--- config.mk ---
export PLATFORM = sky130hd
export DESIGN_NAME = cvr_iter
export DESIGN_NICKNAME = d
export VERILOG_FILES = /design/src/design/complex_vector_reduction_assert.svh /design/src/design/cvr_pkg.sv /design/src/design/cvr_iter.sv
export SDC_FILE = /design/constraint.sdc
export NUM_CORES = 1
export LEC_CHECK = 0
export BUFFER_PORTS_ARGS = -buffer_cell sky130_fd_sc_hd__buf_2
export CORE_MARGIN = 8
export CORE_UTILIZATION = 52
export DETAILED_ROUTE_END_ITERATION = 8
export PLACE_DENSITY_LB_ADDON = 0.25
export SETUP_SLACK_MARGIN = 0.02
export SLEW_MARGIN = 20
export SYNTH_ARGS = -nofsm -noshare
export SYNTH_HDL_FRONTEND = slang
export SYNTH_SLANG_ARGS = --single-unit
--- constraint.sdc ---
create_clock -name clock -period 7.46 [get_ports clock]
set_input_delay 1.492 -clock clock [delete_from_list [all_inputs] [get_ports clock]]
set_output_delay 1.492 -clock clock [all_outputs]
set_load 0.03 [all_outputs]
--- src/design/complex_vector_reduction_assert.svh ---
// Assertion macros for the complex vector reduction block.
`ifndef COMPLEX_VECTOR_REDUCTION_ASSERT_SVH
`define COMPLEX_VECTOR_REDUCTION_ASSERT_SVH
// Implication checked on every clock edge outside reset.
`define CVR_ASSERT_IMPL(label, clk, rst, ante, cons) \
   label: assert property (@(posedge clk) disable iff (rst) (ante) |-> (cons)) \
      else $error("assertion failed");
// Next-cycle implication checked outside reset.
`define CVR_ASSERT_NEXT(label, clk, rst, ante, cons) \
   label: assert property (@(posedge clk) disable iff (rst) (ante) |=> (cons)) \
      else $error("assertion failed");
`endif

--- src/design/cvr_pkg.sv ---
// Shared types and constants for the complex vector reduction block.
package cvr_pkg;
   localparam logic [2:0] MODE_RDOT = 3'd0;
   localparam logic [2:0] MODE_CDOT = 3'd1;
   localparam logic [2:0] MODE_MAXM = 3'd2;
   localparam logic [2:0] MODE_SUMM = 3'd3;
   localparam logic [2:0] MODE_WSQ  = 3'd4;
   localparam logic [2:0] MODE_MINQ = 3'd5;
   localparam logic signed [63:0] S64_MAX = 64'sh7FFF_FFFF_FFFF_FFFF;
   localparam logic signed [63:0] S64_MIN = 64'sh8000_0000_0000_0000;

   typedef enum logic [3:0] {
      ST_IDLE, ST_MUL, ST_SQRT, ST_DIV, ST_WSQ, ST_FOLD, ST_OUT
   } state_type;

   // Iteration unit operation selects.
   typedef enum logic [1:0] {
      OP_NONE, OP_SQRT, OP_DIV
   } op_type;

   typedef struct packed {
      logic    start;
      op_type  op;
   } iter_ctl_type;

   typedef struct packed {
      logic busy;
      logic done;
   } iter_sts_type;

   // Saturating signed 64-bit add.
   function automatic logic signed [63:0] sat_add(input logic signed [63:0] a,
                                                   input logic signed [63:0] b);
      logic signed [63:0] s;
      s = a + b;
      if (!a[63] && !b[63] && s[63]) return S64_MAX;
      if (a[63] && b[63] && !s[63]) return S64_MIN;
      return s;
   endfunction
endpackage

--- src/design/cvr_iter.sv ---
// Shared iterative unit: restoring square root and signed division, one bit per cycle.
module cvr_iter (
   input  logic                  clock,
   input  logic                  reset,
   input  cvr_pkg::iter_ctl_type ctl,
   input  logic [63:0]           sqrt_arg,
   input  logic signed [31:0]    num,
   input  logic signed [31:0]    den,
   output cvr_pkg::iter_sts_type sts,
   output logic [63:0]           res
);
   import cvr_pkg::*;

   logic [63:0] rem_ff, rem_in;
   logic [63:0] acc_ff, acc_in;
   logic [63:0] val_ff, val_in;
   logic [5:0]  cnt_ff, cnt_in;
   op_type      op_ff, op_in;
   logic        busy_ff, busy_in, done_ff, done_in;
   logic        neg_ff, neg_in;
   logic [32:0] dabs_ff, dabs_in;
   logic [65:0] trial;
   logic [64:0] dtrial;

   // One step of the selected recurrence.
   always_comb begin
      rem_in = rem_ff; acc_in = acc_ff; val_in = val_ff; cnt_in = cnt_ff;
      op_in = op_ff; busy_in = busy_ff; done_in = 1'b0; neg_in = neg_ff;
      dabs_in = dabs_ff;
      trial = '0; dtrial = '0;
      if (ctl.start) begin
         busy_in = 1'b1; op_in = ctl.op; cnt_in = '0;
         rem_in = '0; acc_in = '0;
         if (ctl.op == OP_DIV) begin
            // |num| << 16 as a 48-bit dividend, shifted out from the top.
            val_in = {16'd0, (num[31] ? 32'(-num) : 32'(num)), 16'd0};
            val_in[47:16] = num[31] ? (~num + 32'd1) : num;
            dabs_in = den[31] ? (33'd0 - {den[31], den}) : {1'b0, den};
            neg_in = num[31] ^ den[31];
         end else begin
            val_in = sqrt_arg;
         end
      end else if (busy_ff) begin
         if (op_ff == OP_SQRT) begin
            trial = {rem_ff, val_ff[63:62]} - {acc_ff, 2'b01};
            if (!trial[65]) begin
               rem_in = trial[63:0];
               acc_in = {acc_ff[62:0], 1'b1};
            end else begin
               rem_in = {rem_ff[61:0], val_ff[63:62]};
               acc_in = {acc_ff[62:0], 1'b0};
            end
            val_in = {val_ff[61:0], 2'b00};
            cnt_in = cnt_ff + 6'd1;
            if (cnt_ff == 6'd31) begin busy_in = 1'b0; done_in = 1'b1; end
         end else begin
            dtrial = {rem_ff[63:0], val_ff[47]} - {32'd0, dabs_ff};
            if (!dtrial[64]) begin
               rem_in = dtrial[63:0];
               acc_in = {acc_ff[62:0], 1'b1};
            end else begin
               rem_in = {rem_ff[62:0], val_ff[47]};
               acc_in = {acc_ff[62:0], 1'b0};
            end
            val_in = {val_ff[62:0], 1'b0};
            cnt_in = cnt_ff + 6'd1;
            if (cnt_ff == 6'd47) begin
               busy_in = 1'b0; done_in = 1'b1;
               if (neg_ff) acc_in = 64'd0 - acc_in;
            end
         end
      end
   end

   always_ff @(posedge clock) begin
      if (reset) begin
         busy_ff <= 1'b0; done_ff <= 1'b0;
      end else begin
         busy_ff <= busy_in; done_ff <= done_in;
      end
      rem_ff <= rem_in; acc_ff <= acc_in; val_ff <= val_in; cnt_ff <= cnt_in;
      op_ff <= op_in; neg_ff <= neg_in; dabs_ff <= dabs_in;
   end

   assign sts.busy = busy_ff;
   assign sts.done = done_ff;
   assign res = acc_ff;
endmodule

==> run metrics, run 1 <==
First DRT Iteration DRCs 1742; Post-synth EDFFs 100; Synth Cell Area 19700 um^2; final instance area 21900 um^2; Worst Hold Class flop to flop; final hold vios 0; first-pass iteration count of the detailed router 5; Crit Path Category flop to flop; Final WS setup 1.24 ns; clock skew after layout 0.0241 ns; Longest Clk Path Bufs 3; Synth top area share 15.3%; top-count cell post-synth nand2_1; Routed Wire Length 65300 um; core area 37500 um^2; Synth top cells by count nand2_1, o21ai_0, a21oi_1; dpl cell area 20900 um^2; Synth warnings 0; R2R Path Start val_ff[47]; area grow syn2layout 11.4%; Die W 210 um; GPL Wtd Cong 0.937; Synth area leader edfxtp_1; Synth Register Bits 236; Post-DP HPWL 48900 um; max_cap viols 0; Final ANT Viol Nets 0; Static Leak 8.65 nW; Clk Latency, worst-skew pair 0.60 ns; status completed; arrival time at the worst endpoint 6.67 ns; Pwr Density 319 nW/um^2; layout cells sized above 1 11.5%; initial antenna violation count 1; Required @ worst endpoint 7.91 ns; row count 71; CTS Hold Bufs 0; Seq/Total Area, Yosys 29.1%; total grt overflow 0; largest cells by area after synthesis edfxtp_1, dfxtp_1, xnor2_1; Mapped Nets 2721; first-pass GRT wire length 102000 um; Netlist cell types 82; Worst setup startpoint val_ff[47]; die footprint 44300 um^2; antenna cell count 0; total negative slack 0 ns; Slew HR 30.5%; clock buffer count from CTS 30; Net count, final 2826; fin. max-slew vios 0; Final Critical Period 6.22 ns; post-CTS setup buffers 0; PostCTS Resize Cnt 0; IO buf count 198; RSZ-0062 raised after global routing false; Worst-path clk slew 0.06 ns; Worst-Margin Slew 1.04 ns; Tot GR Track Use 28.2%; Hold Crit Start res[18]; Mapped Cells 2486; critical path endpoint res[62]; worst reg2reg path depth 22; TritonCTS clock tree built; routed len/inst 20.9 um; Fmax achieved 161 MHz; vias in the first global route 18845; Worst R2R End res[62]; Setup crit end kind flop; Primary FF master, synth dfxtp_1; post-DR vias/cell 6.28; VDD IR-drop max 0.000345 V; Clock Tree Root clkbuf_16; Synth Area per Inst 7.91 um^2; Worst setup SP type flop; largest net degree at the start of global routing 107; Core Util, Final 58.4%; fillers 3538; pre-CTS WS 1.45 ns; vias 19624; Pwr Total 6.97 mW; Initial Utilization 52.4%; Setup violations, final 0; H-tree Lvls 1; clk sinks 236; final period utilization 83.3%; Die H 210 um; DRC violations left 0; r2r setup slk 1.24 ns; worst-path fanout max 5; asr flop ratio synth 0%; io pins 199
worst min-delay path by stage:
stage	endpoint	slack, ns	cells past startpoint
2_1_floorplan	rem_ff[62]	0.48	2
3_3_place_gp	res[18]	0.49	2
3_5_place_dp	res[18]	0.51	2
4_1_cts	res[18]	0.53	2
5_1_grt	res[32]	0.55	2
6_report	res[18]	0.52	2
critical path: stages (launching register included):
cell and delay, ns:
edfxtp_1 0.37, inv_1 0.07, ha_1 0.25, fa_1 0.43, nand2b_1 0.19, a21o_1 0.21, a2111oi_0 0.44, or2_2 0.24
a31oi_1 0.21, o41ai_1 0.67, nor2_2 0.15, inv_2 0.10, ha_1 0.16, nor2b_1 0.40, and2_1 0.32, nand4b_1 0.25
nor3b_1 0.48, and2_1 0.28, and3_1 0.26, and3_1 0.23, a21oi_1 0.10, xnor2_1 0.18, o22ai_1 0.09
power by group:
group          internal [mW]  switching (mW)
clock network          0.802           0.613
logic                   1.45            2.41
registers               1.50           0.195
total                   3.75            3.22
cell families (layout without fill, tap and decap cells):
group	Yosys count	after routing	share of synthesized area, %
mux	66	66	3.37
fa+ha+maj	102	102	6.53
simple gates	759	759	18.5
compound gates	801	801	26.2
buf+inv	284	413	5.60
flops	236	236	29.1
xor+xnor	237	237	10.6
other cells	1	1	0.0191
cell usage in the layout, fill, tap and decap left out, drive strengths merged, types with 21 or more instances in the layout:
master and count:
a31oi 32, a211oi 52, xor2 78, o31ai 30, o21ai 222, a21oi 164
buf 221, nand4 32, a32o 21, nor4 32, mux2i 64, nand2 277
or3 33, xnor2 159, nor3 50, nor2 157, clkbuf 38, edfxtp 100
o22ai 57, nand3 68, or4 23, o211ai 40, o21a 21, inv 136
dfxtp 136, a21o 37, ha 101
flip-flops by register name (all words and copies together), names as in the netlist:
register,cells
cnt_ff,6
rem_ff,64
done_ff,1
val_ff,64
busy_ff,1
dabs_ff,33
res,64
neg_ff,1
op_ff,2
per-stage QoR:
step | hold slack [ns] | std cells
after floorplan | 0.478 | 2486
after global placement | 0.492 | 3069
after detailed placement | 0.510 | 3070
after CTS | 0.526 | 3126
after global routing | 0.550 | 3126
final | 0.525 | 3126
layout make-up:
cell class	count	area [um^2]	share of cell area, %
Clock inverter	18	128	0.583
Inverter	136	513	2.34
Timing Repair Buffer	221	1200	5.50
Tap cell	511	639	2.92
Multi-Input combinational cell	1966	12900	58.8
Clock buffer	38	812	3.71
Sequential cell	236	5730	26.2
routing by layer:
metal / global-route usage [%] / wire, um / vias to the layer above
met4: 11.5 / 2600 / 2
met3: 3.52 / 4170 / 150
li1: - / - / 9384
met5: 0 / 12 / -
met2: 48.4 / 31500 / 715
met1: 35.6 / 27100 / 9373
Note: power is estimated with default switching activity, not from simulation.
==> inputs of run 2 (changes only) <==
clock period = 5.45 ns   (was 7.46 ns; I/O delays follow)
==> run 2 against run 1 <==
Effect of this change: first-iteration DRC count up 4.7%; flip-flop and latch count unchanged; non-clock buffer count up 25; sequential power up 36%; critical path depth down 8; core utilization up 0.28 points; global-route usage down 0.30 points; setup slack worse by 0.75 ns; fmax up 25%.
==> run metrics, run 2 (same netlist as run 1, synthesis figures left out) <==
layout cells sized above 1 12.2%; Static Leak 8.75 nW; DRC violations left 0; r2r setup slk 0.49 ns; antenna cell count 0; arrival time at the worst endpoint 5.38 ns; final period utilization 91.0%; fin. max-slew vios 0; Final ANT Viol Nets 0; Net count, final 2849; Die W 210 um; GPL Wtd Cong 0.957; die footprint 44300 um^2; vias 19815; final hold vios 0; post-CTS setup buffers 0; Final Critical Period 4.96 ns; largest net degree at the start of global routing 96; Clock Tree Root clkbuf_16; first-pass iteration count of the detailed router 5; area grow syn2layout 11.9%; Core Util, Final 58.7%; status completed; GRT busiest layer met2; commonest cells after routing, fill and taps aside nand2_1, o21ai_0, buf_2; GRT met1 Usage 34.6%; fillers 3535; worst-path fanout max 23; VDD IR-drop max 0.000295 V; GR Util met2 48.7%; First DRT Iteration DRCs 1824; TritonCTS clock tree built; row count 71; Tot GR Track Use 27.9%; clock buffer count from CTS 28; Pwr Density 433 nW/um^2; Hold Path Depth 2; Worst-path clk slew 0.06 ns; core area 37500 um^2; R2R Path Start res[49]; Worst Hold Class flop to flop; Longest Clk Path Bufs 3; total negative slack 0 ns; Worst setup SP type flop; Worst-Margin Slew 1.09 ns; total grt overflow 0; Setup violations, final 0; Initial Utilization 52.4%; Setup crit end kind flop; vias in the first global route 19079; Hold Crit Start res[18]; global routing usage on met3 3.10%; Post-DP HPWL 49600 um; Slew HR 27.1%; IO buf count 198; worst reg2reg path depth 14; worst hold endpoint res[18]; Required @ worst endpoint 5.88 ns; clk sinks 236; Clk Latency, worst-skew pair 0.58 ns; Worst R2R End rem_ff[48]; H-tree Lvls 1; Fmax achieved 202 MHz; Die H 210 um; post-DR vias/cell 6.30; Routed Wire Length 64900 um; RSZ-0062 raised after global routing false; routed len/inst 20.6 um; max_cap viols 0; first-pass GRT wire length 101000 um; io pins 199; initial antenna violation count 0; commonest non-fill, non-tap cell in the layout nand2_1; clock skew after layout 0.0206 ns; Crit Path Category flop to flop
[run 2: changes by cell type in the layout (fill, tap and decap cells not counted), moves of 2 or more]
cell and delta:
buf_12 -2, buf_4 +27, clkbuf_1 +4, clkbuf_16 -3, clkinv_4 -3, clkinvlp_4 -3
[run 2: final cells by class]
| cell class | instances | area, um^2 | area share, % |
|---|---|---|---|
| clock inverter | 12 | 101 | 0.461 |
| tap | 511 | 639 | 2.91 |
| inverter | 136 | 513 | 2.33 |
| timing repair buffer | 246 | 1370 | 6.21 |
| sequential | 236 | 5730 | 26.0 |
| multi-input combinational | 1966 | 12900 | 58.6 |
| clock buffer | 40 | 766 | 3.48 |
[run 2: how the worst max path moves through the flow]
stage	slack [ns]	from	endpoint
floorplan	0.08	val_ff[47]	res[60]
global placement	0.19	val_ff[47]	res[60]
detailed placement	0.01	val_ff[47]	res[60]
CTS	0.04	val_ff[47]	res[60]
global route	0.06	val_ff[47]	res[62]
finish	0.49	res[49]	rem_ff[48]
[run 2: per-stage QoR]
step                      instances  instance area, um^2  hold WS [ns]  setup WS (ns)  power, mW
after floorplan                2486                19700         0.478         0.0789       6.19
after global placement         3095                21100         0.489          0.186       7.54
after detailed placement       3095                21100         0.499         0.0127       7.60
after CTS                      3147                22000         0.512         0.0358       9.43
after global routing           3147                22000         0.552         0.0559       10.1
final                          3147                22000         0.508          0.492       9.52
[run 2: repair_timing]
item / 4_1_cts / 5_1_grt
resized for setup: 1 / 3
pin swaps: 0 / 1
hold buffers: 0 / 0
cloned: 0 / 0
setup endpoints to repair: 3 / 8
[run 2: metal layers]
metal	part of all wire [%]	routed length [um]
met4	4.5	2950
met5	0	0
met3	6.3	4100
met1	41	26400
met2	48	31400
[run 2: report_power, final]
group,switching [mW],internal [mW]
registers,0.262,2.06
logic,3.33,2.06
clock network,0.790,1.02
[run 2: critical path, stage by stage (launching register included)]
cell and delay [ns]:
dfxtp_1 0.41, inv_1 0.13, ha_1 0.45, nand3_1 0.24, or3_1 0.53, or3_1 0.45, or3_1 0.38, or3_1 0.32
o31ai_1 0.24, nor2_1 0.18, xnor2_4 0.67, buf_4 0.35, a2111oi_0 0.10, o311ai_0 0.19, o211ai_1 0.16
